$ cat src/rtl/core/huffman_bit_packer_core_assert.svh
// Assertion macros for the packer core.
`ifndef HUFFMAN_BIT_PACKER_CORE_ASSERT_SVH
`define HUFFMAN_BIT_PACKER_CORE_ASSERT_SVH

// Checked at every clock edge, reset included.
`define HBP_ASSERT(lbl, prop, msg) \
  lbl: assert property (@(posedge clk_i) (prop)) else $error(msg);

// Checked only out of reset.
`define HBP_ASSERT_RUN(lbl, prop, msg) \
  lbl: assert property (@(posedge clk_i) disable iff (!rst_ni) (prop)) else $error(msg);

`endif

$ cat src/rtl/core/hbp_pkg.sv
package hbp_pkg;

  localparam int SYMBOL_W  = 8;
  localparam int CODE_W    = 32;
  localparam int SIZE_W    = 6;
  localparam int PACKED_W  = 16;
  localparam int TOTAL_W   = 32;
  localparam int OUT_DEPTH = 4;

  typedef enum logic [1:0] {
    CMD_LOAD   = 2'd0,
    CMD_ENCODE = 2'd1,
    CMD_FLUSH  = 2'd2
  } cmd_e;

  typedef struct packed {
    logic [PACKED_W-1:0] packed_word;
    logic [TOTAL_W-1:0]  total_bits;
    logic                is_flush;
    logic                last_of_run;
  } result_t;

endpackage

$ cat src/rtl/core/hbp_out_fifo.sv
module hbp_out_fifo (
  input  logic             clk_i,
  input  logic             rst_ni,
  input  logic [1:0]       push_cnt_i,
  input  hbp_pkg::result_t res0_i,
  input  hbp_pkg::result_t res1_i,
  input  logic             pop_i,
  output logic             room_o,
  output logic             valid_o,
  output hbp_pkg::result_t head_o
);

  import hbp_pkg::*;

  localparam int PtrW = $clog2(OUT_DEPTH);
  localparam int CntW = $clog2(OUT_DEPTH + 1);

  result_t         buf_q [OUT_DEPTH];
  logic [PtrW-1:0] wr_ptr_q, rd_ptr_q, wr_ptr_p1;
  logic [CntW-1:0] count_q, count_d;

  assign wr_ptr_p1 = wr_ptr_q + PtrW'(1);
  assign count_d   = count_q + CntW'(push_cnt_i) - CntW'(pop_i);
  assign room_o    = (count_q <= CntW'(OUT_DEPTH - 2));
  assign valid_o   = (count_q != '0);
  assign head_o    = buf_q[rd_ptr_q];

  always_ff @(posedge clk_i) begin
    if (push_cnt_i != 2'd0) begin
      buf_q[wr_ptr_q] <= res0_i;
    end
    if (push_cnt_i == 2'd2) begin
      buf_q[wr_ptr_p1] <= res1_i;
    end
  end

  always_ff @(posedge clk_i or negedge rst_ni) begin
    if (!rst_ni) begin
      wr_ptr_q <= '0;
      rd_ptr_q <= '0;
      count_q  <= '0;
    end else begin
      wr_ptr_q <= wr_ptr_q + PtrW'(push_cnt_i);
      rd_ptr_q <= rd_ptr_q + PtrW'(pop_i);
      count_q  <= count_d;
    end
  end

endmodule

$ cat config.mk
export PLATFORM = sky130hd
export DESIGN_NAME = hbp_out_fifo
export DESIGN_NICKNAME = d
export VERILOG_FILES = /design/src/rtl/core/huffman_bit_packer_core_assert.svh /design/src/rtl/core/hbp_pkg.sv /design/src/rtl/core/hbp_out_fifo.sv
export SDC_FILE = /design/constraint.sdc
export NUM_CORES = 1
export LEC_CHECK = 0
export BUFFER_PORTS_ARGS = -buffer_cell sky130_fd_sc_hd__buf_2
export CAP_MARGIN = 20
export CELL_PAD_IN_SITES_DETAIL_PLACEMENT = 1
export CELL_PAD_IN_SITES_GLOBAL_PLACEMENT = 1
export CORE_ASPECT_RATIO = 2
export CORE_MARGIN = 2
export CORE_UTILIZATION = 25
export DETAILED_ROUTE_END_ITERATION = 10
export PLACE_DENSITY = 0.53
export SLEW_MARGIN = 30
export SYNTH_ARGS = -nofsm -noshare
export SYNTH_HDL_FRONTEND = slang
export SYNTH_SLANG_ARGS = --single-unit
$ cat constraint.sdc
create_clock -name clk_i -period 5.95 [get_ports clk_i]
set_input_delay 0.2975 -clock clk_i [delete_from_list [all_inputs] [get_ports clk_i]]
set_output_delay 0.2975 -clock clk_i [all_outputs]
set_load 0.02 [all_outputs]
# After elaboration in Yosys (flattened, before gate mapping)
# Memory sizes are Yosys's and may differ from the RTL's.
# Cells that the tools add are included.
[word_totals]
input_bits = 105
mem_bits_rw = 200
wordCells = 17
memories = 1
out_inout_bits = 52
ff_bits = 7
[classes]
n_eq_ne = 1
magnitude_cmp = 1
n_addsub = 5
muxes = 4
reduce_logical = 2
[memory_table]
columns = ["memory", "words", "width", "rd", "rd_clocked_by_memory_dff", "wr", "line", "source"]
rows = [
  ["buf_q", 4, 50, 1, 0, 2, "hbp_out_fifo.sv:18", "result_t buf_q [OUT_DEPTH];"],
]
[op_table]
columns = ["cell", "count"]
rows = [
  ["$mux W1", 4],
  ["$add A3 B2 Y3", 1],
  ["$le A3 B2 Y1 const B", 1],
  ["$reduce_bool A3 Y1", 1],
  ["$sub A3 B1 Y3", 1],
  ["$add A2 B1 Y2", 1],
  ["$add A2 B1 Y2 const B", 1],
  ["$add A2 B2 Y2", 1],
  ["$eq A2 B2 Y1 const B", 1],
  ["$reduce_bool A2 Y1", 1],
]

# Logic depth before layout (Yosys ltp)
[depth]
depth_word = 3
mapped_depth = 8
depth_no_buf = 8

# Worst setup path before layout
# Ideal clock, no wire load.
[synth_path]
path_kind = "flip-flop to flip-flop"
from = "register wr_ptr_q[0]"
to = "memory buf_q[0][0] (netlist bit), enable pin"
setup_time_ns = 0.527
synth_period_minus_slack_ns = 4.685
path_slack_ns = 1.265
t_arrival_ns = 4.158
path_stages_with_launch = 3
t_required_ns = 5.423
path_buffers = 0
path_cell_list = "dfrtp_1 > o21bai_1 > o21ai_0"
[synth_rtl]
columns = ["item", "line", "source"]
rows = [
  ["start: declaration", "hbp_out_fifo.sv:19", "logic [PtrW-1:0] wr_ptr_q, rd_ptr_q, wr_ptr_p1;"],
  ["start signal: assignment", "hbp_out_fifo.sv:43", "wr_ptr_q <= wr_ptr_q + PtrW'(push_cnt_i);"],
  ["end: declaration", "hbp_out_fifo.sv:18", ""],
]

==> flow_summary.yaml <==
sta:
  worst_slew_pin_slew_ns: 0.939
  finalCriticalPeriod_ns: 3.09
  whs_ns: 0.0792
  hold_viol: 0
  fin_tns_setup_ns: 0
  final_max_slew_viol_count: 0
  rsz0062_at_grt: "false"
  final.setup_skew_ns: 0.0152
  max_freq_ghz: 0.324
  relSlewSlack_pct: 37.4
  setup_viol: 0
  fin_crit_sh_pct: 51.9
global_route:
  gr-total-overflow: 0
  antenna_found_initial: 6
  grt_start_max_net_pins: 52
  grt.busiest_layer: "met2"
  grt_first_pass_wirelength_um: 42300
  grt_use_met1_pct: 14.2
  use_met3_pct: 2.88
  gr-usage-all-layers_pct: 13.4
  grt_pass1_vias: 6644
  use_met2_pct: 26.2
yosys:
  syn_nets: 634
  ys_seq_area_share_pct: 61.1
  ys_async_sr_fraction_pct: 3.38
  postSynthAreaPerCell_um2: 19.3
  synth_area_leaders: "edfxtp_1 (59%), mux2_2 (19%), mux4_2 (11%)"
  yosysTopAreaCell: "edfxtp_1"
  synth_edf_count: 200
  synthAdderAreaFrac_pct: 0.816
  netlist_area_um2: 10100
  ys_types: 24
  synth_top_area_share_pct: 59.4
  synth_xor_xnor_area_share_pct: 0.433
  synthCells: 523
  ys_ff_latch: 207
  synth_flop_cell: "edfxtp_1"
  yosys.area_share.simple_pct: 0.705
  yosysWarningCount: 0
  synth_top_family_by_area: "multiplexers"
  synth_compound_area_share_pct: 0.247
  synth.area.mux_share_pct: 33.7
floorplan:
  io_pins: 157
  die-height_um: 289
  die_w_um: 146
  num_rows: 104
  core_area_um2: 40100
  start_util_pct: 25.2
  dieArea_um2: 42200
hold_path:
  holdCritPathClass: "input pin to flip-flop"
  min_to: "rd_ptr_q[0]"
  worstHoldStart: "pop_i"
  min_delay_path_depth: 2
clock_network:
  ctsResizeCount: 0
  path_clk_slew_ns: 0.07
  htreeDepth: 1
  cts_root_buf: "clkbuf_16"
  clock_path_buffers: 3
  cts_buffers: 20
  clock_latency_ns: 0.51
  cts_sinks: 207
  postCtsSetupRepairBufs: 0
  cts_tree: "built"
power:
  power.density_nw_per_um2: 489
  cellLeakagePower_nw: 4.25
  ir_drop_uv: 202
setup_path:
  cp-start-kind: "flip-flop"
  crit_type: "flip-flop to output port"
  worstPathArrival_ns: 2.79
  r2r_end: "buf_q[2][43]"
  reg2reg_depth: 4
  worstPathMaxFanout: 29
  required_ns: 5.65
  crit_path_end_kind: "output port"
  reg2reg_from: "wr_ptr_q[1]"
  regToRegSetupSlack_ns: 3.16
final_layout:
  area_growth_pct: 21.2
  fin_util_pct: 30.6
  num-fill-cells: 4246
  drive_gt1_share_pct: 64.0
  postLayoutCellArea_um2: 12300
  nNetsFinal: 792
route:
  avgViaCountPerCell: 4.58
  dr_total_vias: 5615
  drt-pass1-iter-count: 4
  drc: 0
  drt_wl_total_um: 28400
  drtIter0Drc: 216
  drtAntennaViolNets: 0
  wl_per_cell_um: 23.2
flow_run:
  max_cap_violations: 0
placed_design:
  io_buffer_count: 156
  dp_hpwl_um: 17900
  gp_congestion: 0.688
  dpl_cell_area_um2: 11500
run_status:
  outcome: "finished clean"
cells by family after synthesis:
logic type | after synthesis
AND/OR/NAND/NOR | 7
flip-flops | 207
XOR/XNOR | 5
buffers and inverters | 43
adder cells (fa/ha/maj) | 6
multiplexers | 251
AO/OA/AOI/OAI | 4
cell usage in the layout (no fill, tap or decap):
cell           count
clkbuf_16         21
edfxtp_1         200
clkinv_1           1
nor2_4             2
or3_1              1
clkinv_4           2
dfrtp_1            5
mux2_2           175
clkinvlp_4         4
mux2i_1            1
diode_2            2
and4bb_4           2
xnor2_1            3
ha_1               5
xor2_1             2
buf_2            156
inv_1              7
o21ai_4            1
dlygate4sd3_1      1
clkinv_2           3
clkbuf_8           1
dfrtp_4            1
mux2_4             6
fa_1               1
clkbuf_1           1
nor4b_4            1
o21bai_4           1
mux4_2            50
dfrtp_2            1
a21oi_1            1
buf_16             4
mux2_1            19
bufinv_16          3
buf_12             2
o21bai_1           1
buf_4              9
nand4b_1           1
repair_timing:
item                                   in CTS  in global routing
setup endpoints to repair                   0                  0
endpoints found under the hold margin       7                  0
hold buffers                                1                  0
cell usage after synthesis (3+ instances only):
cell,n
mux2_2,175
dfrtp_1,7
clkbuf_1,7
buf_6,17
mux2_1,19
inv_1,7
mux2_4,6
edfxtp_1,200
ha_1,5
mux4_2,50
buf_2,12
xnor2_1,3
layer usage:
layer / wire length [µm] / share of wire, %
met4: 747 / 2.6
met3: 1380 / 4.9
met2: 15700 / 55
met1: 10500 / 37
met5: 37 / 0.13
through the flow:
stage / instances / total power [mW] / setup slack (ns)
final: 1227 / 6.00 / 2.86
after global routing: 1226 / 6.30 / 2.64
after CTS: 1222 / 6.09 / 2.69
after detailed placement: 1185 / 4.69 / 2.85
after global placement: 1182 / 4.57 / 2.74
after floorplan: 523 / 3.83 / 1.27
final cells by class:
cell class	instances	area [µm²]	share of cell area, %
Sequential cell	207	6190	50.4
Multi-Input combinational cell	273	3680	30.0
Timing Repair Buffer	172	1010	8.22
Tap cell	530	663	5.41
Clock buffer	23	543	4.43
Clock inverter	13	156	1.27
Inverter	7	26.3	0.214
Antenna cell	2	5.00	0.0408
how the worst max path moves through the flow:
stage,from,to,slack [ns],cells past startpoint
floorplan,wr_ptr_q[0],buf_q[0][0],1.27,2
global placement,wr_ptr_q[1],buf_q[2][37],2.74,3
detailed placement,wr_ptr_q[1],buf_q[2][27],2.85,4
CTS,rd_ptr_q[0],head_o[9],2.69,3
global route,rd_ptr_q[0],head_o[9],2.64,3
finish,rd_ptr_q[0],head_o[9],2.86,3
flip-flops by register name (all words and copies together) (netlist names):
| signal | flops |
|---|---|
| buf_q | 200 |
| wr_ptr_q | 2 |
| rd_ptr_q | 2 |
| count_q | 3 |
power by group:
group	switching, mW	internal, mW	total [mW]
Combinational	1.35	0.946	2.29
Sequential	0.174	2.17	2.34
Clock	0.578	0.792	1.37
Total	2.10	3.91	6.00
worst max-delay path: stages, from the launching register on:
cell	delay (ns)
dfrtp_4	0.78
buf_4	0.65
mux4_2	0.64
buf_2	0.19
No activity file was read; power rests on OpenSTA's default activity.
