## src/rtl/core/huffman_bit_packer_core_assert.svh

```systemverilog
// Assertion macros for the packer core.
`ifndef HUFFMAN_BIT_PACKER_CORE_ASSERT_SVH
`define HUFFMAN_BIT_PACKER_CORE_ASSERT_SVH

// Checked at every clock edge, reset included.
`define HBP_ASSERT(lbl, prop, msg) \
  lbl: assert property (@(posedge clk_i) (prop)) else $error(msg);

// Checked only out of reset.
`define HBP_ASSERT_RUN(lbl, prop, msg) \
  lbl: assert property (@(posedge clk_i) disable iff (!rst_ni) (prop)) else $error(msg);

`endif

```

## src/rtl/core/hbp_pkg.sv

```systemverilog
package hbp_pkg;

  localparam int SYMBOL_W  = 8;
  localparam int CODE_W    = 32;
  localparam int SIZE_W    = 6;
  localparam int PACKED_W  = 16;
  localparam int TOTAL_W   = 32;
  localparam int OUT_DEPTH = 4;

  typedef enum logic [1:0] {
    CMD_LOAD   = 2'd0,
    CMD_ENCODE = 2'd1,
    CMD_FLUSH  = 2'd2
  } cmd_e;

  typedef struct packed {
    logic [PACKED_W-1:0] packed_word;
    logic [TOTAL_W-1:0]  total_bits;
    logic                is_flush;
    logic                last_of_run;
  } result_t;

endpackage

```

## src/rtl/core/hbp_packer.sv

```systemverilog
module hbp_packer #(
  parameter int MAX_CODE_BITS = 32,
  parameter int WORD_BITS     = 16
) (
  input  logic                               clk_i,
  input  logic                               rst_ni,
  input  logic                               fire_i,
  input  hbp_pkg::cmd_e                      cmd_i,
  input  logic [MAX_CODE_BITS-1:0]           code_i,
  input  logic [$clog2(MAX_CODE_BITS+1)-1:0] len_i,
  output logic [1:0]                         push_cnt_o,
  output hbp_pkg::result_t                   res0_o,
  output hbp_pkg::result_t                   res1_o
);

  import hbp_pkg::*;

  localparam int LenW     = $clog2(MAX_CODE_BITS + 1);
  localparam int FillW    = $clog2(WORD_BITS);
  localparam int AccW     = WORD_BITS + MAX_CODE_BITS;
  localparam int NbW      = $clog2(AccW);
  localparam int MaxWords = (AccW - 1) / WORD_BITS;

  logic [WORD_BITS-1:0]     pend_q, pend_d;
  logic [FillW-1:0]         fill_q, fill_d;
  logic [TOTAL_W-1:0]       total_q, total_d;

  logic [MAX_CODE_BITS-1:0] code_m;
  logic [AccW-1:0]          acc, acc_hi, rem_acc;
  logic [NbW-1:0]           nbits, rem_bits;
  logic [2:0]               words;
  logic [31:0]              w0_ext, w1_ext, pend_ext;

  always_comb begin
    for (int i = 0; i < MAX_CODE_BITS; i++) begin
      code_m[i] = code_i[i] & (i < int'(len_i));
    end
    acc    = AccW'(pend_q) | (AccW'(code_m) << fill_q);
    nbits  = NbW'(fill_q) + NbW'(len_i);
    acc_hi = acc >> WORD_BITS;
    words    = '0;
    rem_acc  = acc;
    rem_bits = nbits;
    for (int j = 1; j <= MaxWords; j++) begin
      if (nbits >= NbW'(j * WORD_BITS)) begin
        words    = 3'(j);
        rem_acc  = acc >> (j * WORD_BITS);
        rem_bits = nbits - NbW'(j * WORD_BITS);
      end
    end
    w0_ext   = 32'(acc[WORD_BITS-1:0]);
    w1_ext   = 32'(acc_hi[WORD_BITS-1:0]);
    pend_ext = 32'(pend_q);
  end

  always_comb begin
    push_cnt_o = 2'd0;
    res0_o     = '{packed_word: w0_ext[PACKED_W-1:0], total_bits: '0,
                   is_flush: 1'b0, last_of_run: (words == 3'd1)};
    res1_o     = '{packed_word: w1_ext[PACKED_W-1:0], total_bits: '0,
                   is_flush: 1'b0, last_of_run: 1'b1};
    pend_d     = pend_q;
    fill_d     = fill_q;
    total_d    = total_q;
    case (cmd_i)
      CMD_ENCODE: begin
        if (len_i != '0) begin
          push_cnt_o = (words >= 3'd2) ? 2'd2 : words[1:0];
          pend_d     = rem_acc[WORD_BITS-1:0];
          fill_d     = rem_bits[FillW-1:0];
          total_d    = total_q + TOTAL_W'(len_i);
        end
      end
      CMD_FLUSH: begin
        push_cnt_o = 2'd1;
        res0_o     = '{packed_word: pend_ext[PACKED_W-1:0], total_bits: total_q,
                       is_flush: 1'b1, last_of_run: 1'b1};
        pend_d     = '0;
        fill_d     = '0;
        total_d    = '0;
      end
      default: ;
    endcase
  end

  always_ff @(posedge clk_i or negedge rst_ni) begin
    if (!rst_ni) begin
      pend_q  <= '0;
      fill_q  <= '0;
      total_q <= '0;
    end else if (fire_i) begin
      pend_q  <= pend_d;
      fill_q  <= fill_d;
      total_q <= total_d;
    end
  end

endmodule

```

## config.mk

```make
export PLATFORM = sky130hd
export DESIGN_NAME = hbp_packer
export DESIGN_NICKNAME = d
export VERILOG_FILES = /design/src/rtl/core/huffman_bit_packer_core_assert.svh /design/src/rtl/core/hbp_pkg.sv /design/src/rtl/core/hbp_packer.sv
export SDC_FILE = /design/constraint.sdc
export NUM_CORES = 1
export LEC_CHECK = 0
export BUFFER_PORTS_ARGS = -buffer_cell sky130_fd_sc_hd__buf_2
export CAP_MARGIN = 0
export CORE_MARGIN = 8
export CORE_UTILIZATION = 62
export CTS_BUF_LIST = sky130_fd_sc_hd__clkbuf_2 sky130_fd_sc_hd__clkbuf_4 sky130_fd_sc_hd__clkbuf_8
export DETAILED_ROUTE_END_ITERATION = 7
export GPL_TIMING_DRIVEN = 0
export PLACE_DENSITY = 0.9
export REMOVE_ABC_BUFFERS = 1
export SLEW_MARGIN = 40
export SYNTH_ARGS = -nofsm -noshare
export SYNTH_HDL_FRONTEND = slang
export SYNTH_SLANG_ARGS = --single-unit
```

## constraint.sdc

```tcl
create_clock -name clk_i -period 4.6 [get_ports clk_i]
set_input_delay 0.23 -clock clk_i [delete_from_list [all_inputs] [get_ports clk_i]]
set_output_delay 0.23 -clock clk_i [all_outputs]
set_load 0.005 [all_outputs]
```

# Word level (Yosys, flattened, before mapping)
# Cells that the tools add are included.
# Widths: inputs -> output; s select.
# classes
n_addsub,4
multipliers,0
n_div,0
magnitude_cmp,35
eq_ne,4
n_shift,1
mux,16
bitwise_logic,33
reduce_logical,3
# ops
cell,n
$lt 5x6->1 const A,16
$pmux 32 s2,1
$mux 50,1
$lt 4x6->1 const A,8
$mux 16,3
$or 16x48->48,1
$shl 32x4->48,1
$add 32x6->32,1
$and 1x1->1,32
$mux 32,1
$pmux 16 s2,1
$lt 3x6->1 const A,4
$lt 1x6->1 const A,2
$lt 2x6->1 const A,2
$mux 4,3
$pmux 4 s2,1
$sub 4x1->4 const B,2
$add 4x6->6,1
$ge 6x5->1 const B,1
$ge 6x6->1 const B,1
$mux 2,3
$reduce_bool 6->1,1
$pmux 2 s2,1
$eq 3x1->1 const B,1
7 further kinds,7
# word_totals
reg_bits,52
latchBits,0
ramBits,0
rom_bits,0
inputBits,43
output_inout_bits,102
elab_cells,99
n_memories,0

# Logic depth before layout (Yosys ltp)
# Gate-level depths: netlist of the first run.
# depth
depth_word,8
depth_mapped,10
depth_no_buf,9

# Worst setup path after synthesis of the first run
# OpenSTA, ideal clock, no wires.
# synth_timing
path_type,flip-flop to flip-flop
startpoint,reg fill_q[0]
endpoint,reg pend_q[13]
setup_time_ps,122
arrival_time_ps,2664
required_ps,4478
path_slack_ps,1814
path_stages_with_launch,10
n_path_buf,0
period_less_slack_ps,2786
cell_sequence,dfrtp_1 ha_1 fa_1 a21o_1 or4b_1 o21ai_0 o21ai_0 o22ai_1 nor4bb_1 a2111oi_1
# synth_via
elab_chain_len,6
word_cells_on_any_way,9
cone_classes,add/sub: 1; order compare: 2; shift: 1; mux: 4; bitwise: 1
# synth_lines
item,line_no,text
"start, declared",hbp_packer.sv:25,"logic [FillW-1:0] fill_q, fill_d;"
"start signal, assigned",hbp_packer.sv:93,fill_q <= fill_d;
$add 4x6->6 / $shl 32x4->48 (equally long branches),"hbp_packer.sv:39, hbp_packer.sv:38",
$ge 6x5->1 / $or 16x48->48 (equally long branches),"hbp_packer.sv:45, hbp_packer.sv:38",
$mux 16,hbp_packer.sv:45,if (nbits >= NbW'(j * WORD_BITS)) begin
$mux 16 (*),hbp_packer.sv:45,
$mux 16 (*),hbp_packer.sv:67,if (len_i != '0) begin
$pmux 16 s2 (*),hbp_packer.sv:65,case (cmd_i)
"end signal, assigned",hbp_packer.sv:92,pend_q <= pend_d;
"end, declared",hbp_packer.sv:24,"logic [WORD_BITS-1:0] pend_q, pend_d;"
# Mark *: on every way between the ends. The rest lies on a longest branch, timed or not. The select of a mux whose other input is x is not followed.
# A chain may end at the register's enable or synchronous reset.

# Worst setup path after layout of the first run
# Ends and elaborated chain as after synthesis.

==> summary.txt, run 1 <==
Run status
  – Status: complete, no violations

Place
  – PortBufs: 110
  – GPL Wtd Cong: a little over 1
  – Post-Place Cells: slightly below 1000
  – DP Wirelength: about 15 mm
  – Placed Area: 6730 um2

Timing
  – Clk_skew: roughly 0.014 ns
  – Final period utilization: 84.0%
  – RSZ-0062 raised after global routing: no
  – Min cycle time layout: 3.87 ns
  – Fmax: around 0.26 GHz
  – Max-slew violations: 0
  – Slew Limit Headroom: 44.7%
  – Final setup vio count: 0
  – Final hold violation count: 0
  – Setup total negative slack: 0 ns
  – Worst-margin pin slew: between 0.8 and 0.9 ns

Global route
  – GR Util met3: ~5.2%
  – Met1 Use GR: about 36%
  – GRT Total Usage: between 20 and 30%
  – First-pass GRT wire length: between 30 and 40 mm
  – Total congestion overflow: 0
  – Most used routing layer: met2
  – Vias in the first global route: 6176
  – Met2 usage: between 40% and 50%
  – Antenna violations before repair: 0
  – Pin count of the biggest net entering global routing: 53

Route
  – DR iter-0 viols: roughly 880
  – First-pass iteration count of the detailed router: 5
  – Antenna Nets Post-Route: 0
  – Final WL: around 20 mm
  – Vias per cell: approximately 6.8
  – Wirelength per Cell: roughly 20 um
  – Via count: 6761
  – Drt drc: 0

Finish
  – Commonest non-fill, non-tap cell in the layout: buf_2
  – Layout cells sized above 1: a little over a fifth
  – Seq. cell area: 1310 um2
  – Design area: around 6800 um2
  – Ant. Diodes: 0
  – Most frequent cells in the layout: 109 x buf_2, 70 x nand2_1, 64 x nor2_1
  – Area growth syn-to-layout: 7.41%
  – Multi-input combinational cell area: between 4000 and 5000 um2
  – Layout Cells excl Fill: about 1000
  – Final Core Density: 67.4%
  – # nets final: a little over 900
  – Layout fillers: approximately 840

Worst setup path
  – CP Capture Type: flip-flop
  – Crit-path most repeated cell: o21ai_0
  – Critical path's slowest cell: dfrtp_4
  – Setup crit start kind: flip-flop
  – CP Max Fanout: 52
  – Worst Path Required: between 4 and 5 ns
  – R2R Setup Slk: 0.73 ns
  – Worst path cell trace: ha_1 > fa_1 > a21o_1 > or4b_1 > o21ai_0 > o21ai_0 > o22ai_1 > nor4bb_1 > a2111oi_1
  – WS Path Type: flip-flop to flip-flop
  – Worst stage delay on the critical path: between 0.7 and 0.8 ns
  – Arrival time of the worst setup path: 4.05 ns

Synth
  – Top cells by area, synth: dfrtp_1 20%, mux4_2 5.0%, buf_4 4.1%
  – Most area-hungry cell type in the Yosys netlist: dfrtp_1
  – Register bit count reported by yosys: 52
  – Post-synth EDFFs: 0
  – Area fraction of the dominant cell type after synthesis: 20.5%
  – Mapped cell area: around 6400 um2
  – Synthesis Warnings: 0
  – Post-Syn Instances: 806
  – Count of cell types in the netlist: 85
  – Top FF cell, synth: dfrtp_1
  – Register area share after synthesis: about a fifth
  – Syn Area/Cell: 7.89 um2
  – Async set or reset register ratio after synthesis: 100%

CTS
  – CTS tree: done
  – Clock transition at path regs: ~0.1 ns
  – Clock insertion delay at the later pin of the skew report: 0.33 ns
  – Clk sinks: 52
  – TritonCTS Buffers: 5
  – Clk root buf: clkbuf_8
  – CTS H-tree lvls: 2
  – Worst-case clock buffer depth: 2

Floorplan
  – Starting Density: between 60% and 70%
  – FP Rows: 37
  – Die Area: 13800 um2
  – Core area: 10100 um2
  – IO Pins: approximately 150
  – Die X: 117 um
  – Die Y: 117 um

Power and ir drop
  – Pleak: ~0.0032 uW
  – Power per cell area: between 500 and 600 nW/um2
  – Total power: 3520 uW
  – Peak supply drop: around 0.38 mV

Job
  – Max_cap viols: 0

Hold path
  – Worst hold path type: input pin to flip-flop
-- final cells by class --
| type | instances | share of cell area (%) |
|---|---|---|
| Clock buffer | 5 | 1.01 |
| Clock inverter | 3 | 0.366 |
| Inverter | 22 | 1.23 |
| Multi-Input combinational cell | 666 | 67.0 |
| Sequential cell | 52 | 19.2 |
| Tap cell | 136 | 2.49 |
| Timing Repair Buffer | 113 | 8.81 |
-- sequential cells by signal, indices dropped and copies added (netlist names) --
| register | cells |
|---|---|
| fill_q | 4 |
| pend_q | 16 |
| total_q | 32 |
-- final timing paths --
kind,start,to,cells after the start
min in group asynchronous,rst_ni,total_q[21]$_DFFE_PN0P_,2
min,fire_i,pend_q[11]$_DFFE_PN0P_,4
max in group asynchronous,rst_ni,fill_q[0]$_DFFE_PN0P_,2
max reg2reg,fill_q[0]$_DFFE_PN0P_,pend_q[13]$_DFFE_PN0P_,9
min reg2reg,pend_q[3]$_DFFE_PN0P_,pend_q[3]$_DFFE_PN0P_,2
max,fill_q[0]$_DFFE_PN0P_,pend_q[13]$_DFFE_PN0P_,9
-- cell families after synthesis --
family,after synthesis,synth area share (%)
buf+inv,120,9.79
other cells,2,0.118
fa+ha+maj,14,2.99
simple gates,280,22.7
compound gates,267,30.0
mux,54,11.6
xor+xnor,17,2.46
flops,52,20.5
-- timing repair --
action | 4_1_cts | 5_1_grt
buffers inserted | 0 | 0
hold endpoints to repair | 52 | 0
gates resized for setup | 0 | 0
hold buffers | 1 | 0
-- through the flow --
step           hold WS, ns  setup WS, ns
2_1_floorplan      -0.0656          1.00
5_1_grt              0.449         0.589
4_1_cts              0.388         0.824
6_report             0.390         0.734
3_5_place_dp         0.313         0.849
3_3_place_gp         0.494         0.262
-- critical path, delay by kind of cell, from the launching register on --
family / cells / cell delay, ns
fa+ha+maj: 2 / 0.73
simple gates: 2 / 0.60
compound gates: 5 / 1.69
flops: 1 / 0.72
-- cells in the mapped netlist, drive strengths merged, types with 5 or more instances --
master	n
nand2	70
buf	67
nor2	66
o21ai	53
dfrtp	52
a21oi	44
and2	36
clkbuf	31
mux2i	24
nand3	22
inv	20
nor3	19
a21o	17
a31oi	16
mux2	16
o31ai	15
mux4	14
xnor2	14
o211ai	13
ha	12
and3	11
a32oi	9
a41o	8
nand2b	8
o22ai	8
or4	8
o21a	7
a211o	6
a221oi	6
or3	6
a2111oi	5
a22oi	5
nor4	5
o311ai	5
or2	5
-- metal layers --
metal | share of wire (%) | vias up
met5 | 0 | -
met4 | 2.8 | 0
met3 | 10 | 52
met2 | 48 | 425
met1 | 39 | 3202
li1 | - | 3082
-- power breakdown --
part | internal (uW) | total, uW | switching (uW) | leakage (uW)
combinational | 987 | 2390 | 1400 | 0.00245
clock | 112 | 290 | 179 | 0.0000452
sequential | 577 | 839 | 262 | 0.000672
total | 1680 | 3520 | 1840 | 0.00317
Note: power is estimated with default switching activity, not from simulation.
==> run 2: changes to the inputs <==
CORE_UTILIZATION = 52   (was 62)
PLACE_DENSITY = 0.8   (was 0.9)
clock period = 3.3 ns   (was 4.6 ns; I/O delays follow)
==> summary.txt, run 2 (synthesized netlist as in run 1, its figures left out) <==
Run status
  – Status: finished, violations left
  – Failing checks: negative setup slack

Finish
  – Final Core Density: 58.3% (-9.1 points)
  – Most flops, register: total_q
  – Registers with the most flip-flops: total_q x32, pend_q x16, fill_q x4
  – Layout cells sized above 1: 22.4% (+1.3 points)
  – Commonest non-fill, non-tap cell in the layout: buf_2
  – Area growth syn-to-layout: 9.60%
  – # nets final: 924 (+0.76%)
  – Most frequent cells in the layout: 109 x buf_2, 70 x nand2_1, 63 x nor2_1
  – Ant. Diodes: 0 (unchanged)
  – Layout Cells excl Fill: 1015 (+1.8%)
  – Number of flip-flops under the largest register name: 32 (unchanged)

Worst setup path
  – Setup crit start kind: flip-flop
  – CP top delay family: compound AO/OA/AOI/OAI gates
  – Crit-path most repeated cell: and3_1
  – WS Path Type: flip-flop to flip-flop
  – Arrival time of the worst setup path: 3.52 ns (-0.53 ns)
  – CP Max Fanout: 43 (-17%)
  – CP Capture Type: flip-flop
  – Worst stage delay on the critical path: 0.74 ns (+0.02 ns)
  – Worst path buffer plus inverter count: 0 (unchanged)
  – Worst path cell trace: ha_1 > and3_1 > a221o_1 > xnor2_2 > nor2_1 > and3_1 > a2111oi_0 > nor3_1
  – Critical path's slowest cell: dfrtp_4
  – Worst Path Required: 3.49 ns (-1.30 ns)

Place
  – PortBufs: 110 (unchanged)
  – Post-Place Cells: 999 (+1.1%)
  – GPL Wtd Cong: 0.956 (-7.2%)
  – DP Wirelength: 14.8 mm (+1.3%)

Timing
  – Clk_skew: 0.0105 ns (-0.00322 ns)
  – Worst Setup Slack, final: -0.0303 ns (-0.764 ns)
  – Setup total negative slack: -0.0373 ns (-0.0373 ns)
  – Final setup vio count: 2 (+2)
  – Max-slew violations: 0 (unchanged)
  – Fmax: 0.300 GHz (+16%)
  – Min cycle time layout: 3.33 ns (-0.536 ns)
  – Slew Limit Headroom: 40.7% (-4.0 points)
  – RSZ-0062 raised after global routing: yes
  – Final hold violation count: 0 (unchanged)
  – Worst-margin pin slew: 0.890 ns (+0.0615 ns)
  – Hold WS: 0.382 ns (-0.00855 ns)
  – Final period utilization: 101% (+17 points)

Route
  – First-pass iteration count of the detailed router: 5 (unchanged)
  – Antenna Nets Post-Route: 0 (unchanged)
  – Final WL: 20.7 mm (+3.5%)
  – Drt drc: 0 (unchanged)
  – Wirelength per Cell: 20.4 um (+1.7%)
  – Vias per cell: 6.60 (-2.6%)
  – Via count: 6702 (-0.87%)
  – DR iter-0 viols: 831 (-5.7%)

CTS
  – CTS H-tree lvls: 2 (unchanged)
  – Clk sinks: 52 (unchanged)
  – TritonCTS Buffers: 5 (unchanged)
  – Clk root buf: clkbuf_8
  – CTS tree: done
  – Worst-case clock buffer depth: 2 (unchanged)
  – Clock insertion delay at the later pin of the skew report: 0.32 ns (about the same)
  – Clock transition at path regs: 0.10 ns (about the same)

Global route
  – GRT Total Usage: 24.7% (-2.9 points)
  – Total congestion overflow: 0 (unchanged)
  – Vias in the first global route: 6289 (+1.8%)
  – First-pass GRT wire length: 32.7 mm (+1.8%)
  – Antenna violations before repair: 0 (unchanged)
  – Pin count of the biggest net entering global routing: 53 (unchanged)

Job
  – Max_cap viols: 0 (unchanged)

Power and ir drop
  – Combinational share of power: 68.5% (+0.6 points)
  – Sequential Power Share: 22.1% (-1.8 points)
  – Sw Pwr: 2610 uW (+42%)
  – Peak supply drop: 0.541 mV (+43%)
  – Clock Power Share: 9.4% (+1.1 points)
  – P_int: 2470 uW (+47%)
  – Sw Share: 51.4% (-0.98 points)
  – Total power: 5080 uW (+44%)
  – Power per cell area: 729 nW/um2 (+42%)
  – Pleak: 0.00323 uW (+1.9%)

Floorplan
  – Starting Density: 53.2% (-9.6 points)
  – IO Pins: 145 (unchanged)
  – Die Area: 16000 um2 (+17%)
  – Core area: 12000 um2 (+18%)
  – Die Y: 127 um (+7.9%)
  – FP Rows: 40 (+8.1%)
  – Die X: 127 um (+7.9%)

Hold path
  – Worst hold path type: input pin to flip-flop
[run 2: routing by layer]
| metal | vias to the layer above | wire length (um) | track usage [%] |
|---|---|---|---|
| met5 | - | 0 | 0 |
| met4 | 0 | 826 | 9.55 |
| met3 | 64 | 1990 | 5.07 |
| met2 | 381 | 9500 | 39.3 |
| met1 | 3157 | 8350 | 32.2 |
| li1 | 3100 | - | - |
[run 2: worst min-delay path, stage by stage]
cell	delay (ns)
buf_2	0.10
inv_1	0.11
a311oi_4	0.09
o21ai_0	0.09
a211o_1	0.12
[run 2: final timing paths]
kind,from,to,slack [ns],cells after the start
max,fill_q[3]$_DFFE_PN0P_,pend_q[12]$_DFFE_PN0P_,-0.03,8
min,fire_i,pend_q[9]$_DFFE_PN0P_,0.38,5
max reg2reg,fill_q[3]$_DFFE_PN0P_,pend_q[12]$_DFFE_PN0P_,-0.03,8
min reg2reg,pend_q[5]$_DFFE_PN0P_,pend_q[5]$_DFFE_PN0P_,0.52,1
max in group asynchronous,rst_ni,fill_q[0]$_DFFE_PN0P_,2.34,2
min in group asynchronous,rst_ni,total_q[23]$_DFFE_PN0P_,0.43,2
[run 2: power groups by stage]
| stage | registers [uW] | logic, uW | clock network [uW] |
|---|---|---|---|
| after global placement | 1140 | 3230 | 0 |
| after global routing | 1150 | 3750 | 508 |
| after floorplan | 1050 | 2200 | 0 |
| after detailed placement | 1160 | 3270 | 0 |
| final | 1120 | 3480 | 478 |
| after CTS | 1130 | 3340 | 477 |
[run 2: layout make-up]
type / instances / area, um2
well taps: 147 / 184
fillers: 1133 / 4990
inverters: 22 / 83.8
clock inverters: 2 / 38.8
repair buffers: 120 / 662
flip-flops and latches: 52 / 1310
clock buffers: 6 / 76.3
multi-input cells: 666 / 4610
[run 2: timing repair]
action	4_1_cts	5_1_grt
hold buffers	1	0
setup buffers	1	6
resized for setup	9	3
hold endpoints to repair	52	0
endpoints found under the setup margin	10	14
[run 2: metrics by stage]
step | area, um2 | setup slack [ns]
finish | 6970 | -0.0303
detailed placement | 6740 | -0.384
CTS | 6910 | 0.0138
floorplan | 5940 | -0.298
global placement | 6680 | -1.13
global route | 6970 | -0.149
